===== src/design/tcf_pkg.sv =====
// ----------------------------------------------------------------------------
// TCP connection tracking package
// Widths, codes, the flag decode and the fixed connection transition table.
// ----------------------------------------------------------------------------
`timescale 1ns / 1ps

package tcf_pkg;

  // Table size and derived widths.
  localparam int FLOW_ENTRIES = 4096;
  localparam int FlowAw       = $clog2(FLOW_ENTRIES);
  localparam int IdxW         = 12;
  localparam int RangeW       = ((IdxW > FlowAw) ? IdxW : FlowAw) + 1;

  // Field widths.
  localparam int TickW     = 48;
  localparam int FlagW     = 8;
  localparam int StW       = 4;
  localparam int MkW       = 2;
  localparam int EntryW    = StW + MkW;
  localparam int StatusW   = 2;
  localparam int NumTimers = 8;
  localparam int TmIdxW    = $clog2(NumTimers);
  localparam int CfgIdxW   = 3;

  // Fixed timeout of the closing-ACK state.
  localparam logic [TickW-1:0] CLOSING_ACK_TICKS = 48'd30000000000;

  // Command queue between front and back.
  localparam int QueueDepth = 2;
  localparam int QPtrW      = (QueueDepth > 1) ? $clog2(QueueDepth) : 1;
  localparam int QCntW      = $clog2(QueueDepth + 1);

  // Flag bit positions.
  localparam int FlagFin = 0;
  localparam int FlagSyn = 1;
  localparam int FlagRst = 2;
  localparam int FlagAck = 4;

  typedef enum logic [StW-1:0] {
    ST_NONE        = 4'd0,
    ST_SYN_SENT    = 4'd1,
    ST_SYN_RECV    = 4'd2,
    ST_ESTABLISHED = 4'd3,
    ST_FIN_WAIT    = 4'd4,
    ST_CLOSE_WAIT  = 4'd5,
    ST_CLOSING_ACK = 4'd6,
    ST_TIME_WAIT   = 4'd7,
    ST_CLOSE       = 4'd8,
    ST_MID_STREAM  = 4'd9
  } conn_state_e;

  typedef enum logic [2:0] {
    EV_SYN     = 3'd0,
    EV_SYNACK  = 3'd1,
    EV_ACK     = 3'd2,
    EV_FIN_IN  = 3'd3,
    EV_FIN_OUT = 3'd4,
    EV_RST     = 3'd5,
    EV_NONE    = 3'd6
  } event_e;

  typedef enum logic [1:0] {
    MK_KEEP = 2'd0,
    MK_IN   = 2'd1,
    MK_OUT  = 2'd2,
    MK_CLR  = 2'd3
  } mark_op_e;

  typedef enum logic [3:0] {
    TM_SYN_SENT    = 4'd0,
    TM_SYN_RECV    = 4'd1,
    TM_ESTABLISHED = 4'd2,
    TM_FIN_WAIT    = 4'd3,
    TM_CLOSE_WAIT  = 4'd4,
    TM_TIME_WAIT   = 4'd5,
    TM_CLOSE       = 4'd6,
    TM_MID_STREAM  = 4'd7,
    TM_CLOSING_ACK = 4'd8
  } timer_sel_e;

  typedef enum logic [StatusW-1:0] {
    STATUS_APPLIED = 2'd0,
    STATUS_IGNORED = 2'd1,
    STATUS_CORRUPT = 2'd2
  } status_e;

  // One row of the transition table.
  typedef struct packed {
    logic        valid;
    conn_state_e next;
    mark_op_e    mark;
    timer_sel_e  timer;
    logic        refresh;
    logic        mid_ack;
  } rule_t;

  // Classified packet event as it travels from front to back.
  typedef struct packed {
    logic [IdxW-1:0]  flow_index;
    logic             from_outside;
    logic [TickW-1:0] now_ticks;
    event_e           event_code;
    logic             in_range;
  } cmd_t;

  // Queue status seen by front and back.
  typedef struct packed {
    logic full;
    logic empty;
  } q_status_t;

  // One result item.
  typedef struct packed {
    status_e            status;
    logic [IdxW-1:0]    flow_echo;
    logic [StW-1:0]     new_state;
    logic [MkW-1:0]     close_marks;
    logic               arm_expiry;
    logic               refresh_only;
    logic [TickW-1:0]   deadline_ticks;
  } result_t;

  // Flag byte to event, by priority RST, SYN, FIN, ACK.
  function automatic event_e decode_event(input logic [FlagW-1:0] flags,
                                          input logic outside);
    event_e ev;
    if (flags[FlagRst]) begin
      ev = EV_RST;
    end else if (flags[FlagSyn]) begin
      ev = flags[FlagAck] ? EV_SYNACK : EV_SYN;
    end else if (flags[FlagFin]) begin
      ev = outside ? EV_FIN_OUT : EV_FIN_IN;
    end else if (flags[FlagAck]) begin
      ev = EV_ACK;
    end else begin
      ev = EV_NONE;
    end
    return ev;
  endfunction

  function automatic rule_t mk_rule(input conn_state_e nxt, input mark_op_e mk,
                                    input timer_sel_e tm, input logic refresh,
                                    input logic mid_ack);
    rule_t r;
    r.valid   = 1'b1;
    r.next    = nxt;
    r.mark    = mk;
    r.timer   = tm;
    r.refresh = refresh;
    r.mid_ack = mid_ack;
    return r;
  endfunction

  // Transition table. Pairs without a row return an invalid rule.
  function automatic rule_t rule_lookup(input logic [StW-1:0] st, input event_e ev);
    rule_t r;
    r = '0;
    case (st)
      ST_NONE: begin
        case (ev)
          EV_SYN:     r = mk_rule(ST_SYN_SENT, MK_KEEP, TM_SYN_SENT, 1'b0, 1'b0);
          EV_SYNACK:  r = mk_rule(ST_SYN_RECV, MK_KEEP, TM_SYN_RECV, 1'b0, 1'b0);
          EV_ACK:     r = mk_rule(ST_MID_STREAM, MK_KEEP, TM_MID_STREAM, 1'b0, 1'b0);
          EV_FIN_IN:  r = mk_rule(ST_FIN_WAIT, MK_IN, TM_FIN_WAIT, 1'b0, 1'b0);
          EV_FIN_OUT: r = mk_rule(ST_CLOSE_WAIT, MK_OUT, TM_CLOSE_WAIT, 1'b0, 1'b0);
          EV_RST:     r = mk_rule(ST_CLOSE, MK_KEEP, TM_CLOSE, 1'b0, 1'b0);
          default:    r = '0;
        endcase
      end
      ST_SYN_SENT: begin
        case (ev)
          EV_SYN:     r = mk_rule(ST_SYN_SENT, MK_KEEP, TM_SYN_SENT, 1'b0, 1'b0);
          EV_SYNACK:  r = mk_rule(ST_SYN_RECV, MK_KEEP, TM_SYN_RECV, 1'b0, 1'b0);
          EV_RST:     r = mk_rule(ST_CLOSE, MK_KEEP, TM_CLOSE, 1'b0, 1'b0);
          default:    r = '0;
        endcase
      end
      ST_SYN_RECV: begin
        case (ev)
          EV_SYNACK:  r = mk_rule(ST_SYN_RECV, MK_KEEP, TM_SYN_RECV, 1'b0, 1'b0);
          EV_ACK:     r = mk_rule(ST_ESTABLISHED, MK_KEEP, TM_ESTABLISHED, 1'b0, 1'b0);
          EV_FIN_IN:  r = mk_rule(ST_FIN_WAIT, MK_IN, TM_FIN_WAIT, 1'b0, 1'b0);
          EV_FIN_OUT: r = mk_rule(ST_FIN_WAIT, MK_OUT, TM_FIN_WAIT, 1'b0, 1'b0);
          EV_RST:     r = mk_rule(ST_CLOSE, MK_KEEP, TM_CLOSE, 1'b0, 1'b0);
          default:    r = '0;
        endcase
      end
      ST_ESTABLISHED: begin
        case (ev)
          EV_SYN:     r = mk_rule(ST_SYN_SENT, MK_CLR, TM_SYN_SENT, 1'b0, 1'b0);
          EV_SYNACK:  r = mk_rule(ST_ESTABLISHED, MK_KEEP, TM_ESTABLISHED, 1'b0, 1'b0);
          EV_ACK:     r = mk_rule(ST_ESTABLISHED, MK_KEEP, TM_ESTABLISHED, 1'b1, 1'b0);
          EV_FIN_IN:  r = mk_rule(ST_FIN_WAIT, MK_IN, TM_FIN_WAIT, 1'b0, 1'b0);
          EV_FIN_OUT: r = mk_rule(ST_CLOSE_WAIT, MK_OUT, TM_CLOSE_WAIT, 1'b0, 1'b0);
          EV_RST:     r = mk_rule(ST_CLOSE, MK_KEEP, TM_CLOSE, 1'b0, 1'b0);
          default:    r = '0;
        endcase
      end
      ST_FIN_WAIT: begin
        case (ev)
          EV_ACK:     r = mk_rule(ST_FIN_WAIT, MK_KEEP, TM_FIN_WAIT, 1'b0, 1'b0);
          EV_FIN_IN:  r = mk_rule(ST_FIN_WAIT, MK_IN, TM_FIN_WAIT, 1'b0, 1'b0);
          EV_FIN_OUT: r = mk_rule(ST_TIME_WAIT, MK_OUT, TM_TIME_WAIT, 1'b0, 1'b0);
          EV_RST:     r = mk_rule(ST_CLOSE, MK_KEEP, TM_CLOSE, 1'b0, 1'b0);
          default:    r = '0;
        endcase
      end
      ST_CLOSE_WAIT: begin
        case (ev)
          EV_ACK:     r = mk_rule(ST_CLOSE_WAIT, MK_KEEP, TM_CLOSE_WAIT, 1'b0, 1'b0);
          EV_FIN_IN:  r = mk_rule(ST_CLOSING_ACK, MK_IN, TM_CLOSING_ACK, 1'b0, 1'b0);
          EV_RST:     r = mk_rule(ST_CLOSE, MK_KEEP, TM_CLOSE, 1'b0, 1'b0);
          default:    r = '0;
        endcase
      end
      ST_CLOSING_ACK: begin
        case (ev)
          EV_ACK:     r = mk_rule(ST_TIME_WAIT, MK_KEEP, TM_TIME_WAIT, 1'b0, 1'b0);
          EV_RST:     r = mk_rule(ST_CLOSE, MK_KEEP, TM_CLOSE, 1'b0, 1'b0);
          default:    r = '0;
        endcase
      end
      ST_TIME_WAIT: begin
        case (ev)
          EV_SYN:     r = mk_rule(ST_SYN_SENT, MK_CLR, TM_SYN_SENT, 1'b0, 1'b0);
          EV_ACK:     r = mk_rule(ST_TIME_WAIT, MK_KEEP, TM_TIME_WAIT, 1'b0, 1'b0);
          EV_RST:     r = mk_rule(ST_CLOSE, MK_KEEP, TM_CLOSE, 1'b0, 1'b0);
          default:    r = '0;
        endcase
      end
      ST_CLOSE: begin
        case (ev)
          EV_SYN:     r = mk_rule(ST_SYN_SENT, MK_CLR, TM_SYN_SENT, 1'b0, 1'b0);
          EV_RST:     r = mk_rule(ST_CLOSE, MK_KEEP, TM_CLOSE, 1'b0, 1'b0);
          default:    r = '0;
        endcase
      end
      ST_MID_STREAM: begin
        case (ev)
          EV_SYN:     r = mk_rule(ST_SYN_SENT, MK_CLR, TM_SYN_SENT, 1'b0, 1'b0);
          EV_SYNACK:  r = mk_rule(ST_MID_STREAM, MK_KEEP, TM_MID_STREAM, 1'b0, 1'b0);
          EV_ACK:     r = mk_rule(ST_MID_STREAM, MK_KEEP, TM_MID_STREAM, 1'b0, 1'b1);
          EV_FIN_IN:  r = mk_rule(ST_FIN_WAIT, MK_IN, TM_FIN_WAIT, 1'b0, 1'b0);
          EV_FIN_OUT: r = mk_rule(ST_CLOSE_WAIT, MK_OUT, TM_CLOSE_WAIT, 1'b0, 1'b0);
          EV_RST:     r = mk_rule(ST_CLOSE, MK_KEEP, TM_CLOSE, 1'b0, 1'b0);
          default:    r = '0;
        endcase
      end
      default: r = '0;
    endcase
    return r;
  endfunction

endpackage


===== src/design/tcf_queue.sv =====
// ----------------------------------------------------------------------------
// TCP connection tracking command queue
// Short FIFO of classified commands between the front end and the back end.
// ----------------------------------------------------------------------------
`timescale 1ns / 1ps

module tcf_queue (
  input  logic               clk_i,
  input  logic               rst_ni,
  input  logic               push_i,
  input  tcf_pkg::cmd_t      cmd_i,
  input  logic               pop_i,
  output tcf_pkg::cmd_t      cmd_o,
  output tcf_pkg::q_status_t status_o
);

  tcf_pkg::cmd_t                   slot_q [tcf_pkg::QueueDepth];
  logic [tcf_pkg::QPtrW-1:0]       wr_ptr_q, wr_ptr_d;
  logic [tcf_pkg::QPtrW-1:0]       rd_ptr_q, rd_ptr_d;
  logic [tcf_pkg::QCntW-1:0]       count_q, count_d;
  logic                            do_push, do_pop;

  localparam logic [tcf_pkg::QPtrW-1:0] LastPtr = tcf_pkg::QPtrW'(tcf_pkg::QueueDepth - 1);

  assign status_o.full  = (count_q == tcf_pkg::QCntW'(tcf_pkg::QueueDepth));
  assign status_o.empty = (count_q == '0);
  assign do_push        = push_i & ~status_o.full;
  assign do_pop         = pop_i & ~status_o.empty;
  assign cmd_o          = slot_q[rd_ptr_q];

  // Pointer and fill count update.
  always_comb begin
    wr_ptr_d = wr_ptr_q;
    rd_ptr_d = rd_ptr_q;
    count_d  = count_q;
    if (do_push) begin
      wr_ptr_d = (wr_ptr_q == LastPtr) ? '0 : wr_ptr_q + 1'b1;
    end
    if (do_pop) begin
      rd_ptr_d = (rd_ptr_q == LastPtr) ? '0 : rd_ptr_q + 1'b1;
    end
    if (do_push && !do_pop) begin
      count_d = count_q + 1'b1;
    end else if (do_pop && !do_push) begin
      count_d = count_q - 1'b1;
    end
  end

  always_ff @(posedge clk_i or negedge rst_ni) begin
    if (!rst_ni) begin
      wr_ptr_q <= '0;
      rd_ptr_q <= '0;
      count_q  <= '0;
    end else begin
      wr_ptr_q <= wr_ptr_d;
      rd_ptr_q <= rd_ptr_d;
      count_q  <= count_d;
    end
  end

  // Command storage.
  always_ff @(posedge clk_i) begin
    if (do_push) begin
      slot_q[wr_ptr_q] <= cmd_i;
    end
  end

endmodule


===== config.mk =====
export PLATFORM = sky130hd
export DESIGN_NAME = tcf_queue
export DESIGN_NICKNAME = d
export VERILOG_FILES = /design/src/design/tcf_pkg.sv /design/src/design/tcf_queue.sv
export SDC_FILE = /design/constraint.sdc
export NUM_CORES = 1
export LEC_CHECK = 0
export ABC_CLOCK_PERIOD_IN_PS = 6200
export BUFFER_PORTS_ARGS = -buffer_cell sky130_fd_sc_hd__buf_2
export CORE_ASPECT_RATIO = 1.5
export CORE_MARGIN = 10
export CORE_UTILIZATION = 30
export CTS_BUF_LIST = sky130_fd_sc_hd__clkbuf_2 sky130_fd_sc_hd__clkbuf_4 sky130_fd_sc_hd__clkbuf_8
export CTS_CLUSTER_SIZE = 14
export DETAILED_ROUTE_END_ITERATION = 8
export GPL_TIMING_DRIVEN = 0
export PLACE_DENSITY = 0.52
export SYNTH_ARGS = -nofsm -noshare
export SYNTH_HDL_FRONTEND = slang
export SYNTH_SLANG_ARGS = --single-unit

===== constraint.sdc =====
create_clock -name clk_i -period 6.2 [get_ports clk_i]
set_input_delay 1.24 -clock clk_i [delete_from_list [all_inputs] [get_ports clk_i]]
set_output_delay 1.24 -clock clk_i [all_outputs]
set_load 0.005 [all_outputs]

==> metrics.txt <==
TritonCTS Buffers=17; area growth from synthesis to layout=28.2%; count of nets after finishing=448; detailed-router iteration count before antenna repair=6; detailed-route wire length=10.3 mm; placed wire-length estimate after detailed placement=7.36 mm; H-tree Lvls=4; Clock power frac=25.0%; last weighted congestion value of the routability-driven placer=0.670; initial antenna violation count=0; number of flops mapped to enable cells by yosys=130; number of clock sinks seen by CTS=134; total net switching power=833 uW; total track usage=9.06%; TritonCTS clock tree=built; number of DRC markers after the initial detailed-route iteration=84; Synth area leaders=sky130_fd_sc_hd__edfxtp_1, sky130_fd_sc_hd__mux2_4, sky130_fd_sc_hd__mux2_2, sky130_fd_sc_hd__dfrtp_1, sky130_fd_sc_hd__buf_6; Setup Buffers After CTS=0; ports placed on the boundary=136; fill count=1586; via count normalized by instance count=4.22; global-route wire length before repair=15.7 mm; run status=complete, no violations; Final Critical Period=2870 ps; power density cells=458 nW/um2; headroom to the max-slew limit=68.9%; total area of multi-input combinational cells=983 um2; Worst Setup End Kind=primary output; met1 track utilization from global routing=9.08%; Clock Pin Slew Worst Setup and Hold Paths=80 ps; combinational share of power=31.5%; async set or reset register ratio after synthesis=2.99%; final slew viol count=0; Setup-failing EPs final=0; Worst Skew=6.65 ps; routed wirelength normalized by instance count=17.1 um; core area=16700 um2; total DRC errors in the routed layout=0; Starting Density=30.2%; commonest cells in the netlist=sky130_fd_sc_hd__edfxtp_1, sky130_fd_sc_hd__mux2_4, sky130_fd_sc_hd__mux2_2; GRT met2 Usage=16.3%; Final Cycle Share=46.3%; Slew @ Worst Pin=466 ps; buffer depth of the longest clock path=2; final hold violations=0; sequential-to-total area share from yosys stat=79.3%; clock root buffer master=sky130_fd_sc_hd__clkbuf_8; timing-limited maximum frequency=0.348 GHz; cts hold-fix bufs=0; most used routing layer=met2; via count of the first global-routing pass=2824; GRT met3 Usage=3.14%; path category of the worst min-delay check=reg -> reg; static leakage=0.00253 uW; layout cell share with drive strength beyond 1=62.1%; area of all sequential standard cells=4000 um2; Final Power=2970 uW; area of the mapped netlist=5050 um2; Setup Total Neg Slack=0 ps; Horiz. Die Dim=126 um; total number of placement rows=58; Synth top area share=77.3%; CP arrival=1630 ps; post-synthesis sequential element count=134; class of the most critical setup path=reg -> out; maximum number of pins on one net before global-route repair=36; insertion delay to the later sink of the worst-skew pair=420 ps; Critical Path RT=4960 ps; vertical extent of the die=179 um; synthesized netlist net count=291; largest voltage drop on the vdd net=0.304 mV; internal power contribution=2130 uW; total via count after detailed routing=2538; switching portion of total power=28.1%; unrepaired setup endpoints after global routing=false; most common cell in the netlist=sky130_fd_sc_hd__edfxtp_1; number of unique standard cell types used by synthesis=15; remaining antenna violation count after routing=0; number of violations of the max-capacitance limit=0; Synth area leader=sky130_fd_sc_hd__edfxtp_1; commonest register cell after synthesis=sky130_fd_sc_hd__edfxtp_1; grt total ovfl=0; n_diodes=0; number of warnings reported in the yosys synthesis log=0; Mapped Avg Cell Area=22.8 um2; Seq pwr share=43.5%; gate count of the mapped netlist=221; type of element launching the critical path=register; post-cts repair resize count=0; largest driver fanout on the critical path=10; Port Buffer Count=135; total die area=22500 um2
power groups by stage:
| stage | registers (uW) | logic, uW | clock network, uW |
|---|---|---|---|
| 5_1_grt | 1310 | 1030 | 814 |
| 6_report | 1290 | 935 | 741 |
| 3_5_place_dp | 1310 | 971 | 0 |
| 3_3_place_gp | 1330 | 926 | 0 |
| 4_1_cts | 1290 | 974 | 771 |
| 2_1_floorplan | 1310 | 578 | 0 |
area by class of cell:
cell class	count	share of cell area [%]
sequential	134	61.9
multi-input combinational	78	15.2
buffer	7	1.02
clock buffer	17	3.62
clock inverter	15	2.73
tap	210	4.06
inverter	2	0.116
timing repair buffer	138	11.4
worst max-delay path: stages, from the launching register on:
cell and delay [ps]:
sky130_fd_sc_hd__dfrtp_1 370, sky130_fd_sc_hd__buf_6 190, sky130_fd_sc_hd__buf_6 200, sky130_fd_sc_hd__mux2_4 310
sky130_fd_sc_hd__buf_2 140
metal layers:
layer | share of wire [%] | vias up
li1 | - | 1183
met1 | 36 | 1269
met2 | 56 | 74
met3 | 6.6 | 12
met4 | 1.5 | 0
met5 | 0 | -
cell families after synthesis:
group                      synth area share, %
AOI/OAI and AO/OA                       0.0990
xor gates and xnor gates                 0.868
buffers and inverters                     1.46
muxes                                     17.5
and+or+nand+nor                          0.545
adders and majority gates                0.248
DFF                                       79.3
final timing paths:
kind	startpoint	end	slack [ps]	depth (start not counted)
worst max-delay path	rd_ptr_q$_DFFE_PN0P_	cmd_o[0]	3330	4
worst min-delay path	count_q[1]$_DFFE_PN0P_	count_q[1]$_DFFE_PN0P_	520	1
worst max register to register	count_q[0]$_DFFE_PN0P_	slot_q[1][22]$_DFFE_PP_	4470	3
worst min register to register	count_q[1]$_DFFE_PN0P_	count_q[1]$_DFFE_PN0P_	520	1
max in group asynchronous	rst_ni	rd_ptr_q$_DFFE_PN0P_	5460	1
min in group asynchronous	rst_ni	count_q[1]$_DFFE_PN0P_	610	1
layout by cell type (no fill, tap or decap), drive strengths merged:
cell type / count
mux2: 65
o21ai: 1
edfxtp: 130
clkinv: 3
nand2b: 1
xor2: 2
and3: 1
nand2: 1
inv: 6
clkinvlp: 5
buf: 145
bufinv: 3
clkbuf: 17
xnor2: 3
nor2: 3
ha: 1
dfrtp: 4
through the flow:
stage	worst slack, ps	instances	util, %	instance area, um2	hold WS (ps)
2_1_floorplan	1670	221	-	5050	461
3_3_place_gp	-43.9	566	35.9	5990	479
3_5_place_dp	3720	569	36.3	6060	508
4_1_cts	3260	601	38.8	6470	522
5_1_grt	3220	601	38.8	6470	556
6_report	3330	601	38.8	6470	522
registers in the layout (all words and copies together), names as in the netlist:
name      flops
slot_q      130
wr_ptr_q      1
rd_ptr_q      1
count_q       2
No activity file was read; power rests on OpenSTA's default activity.
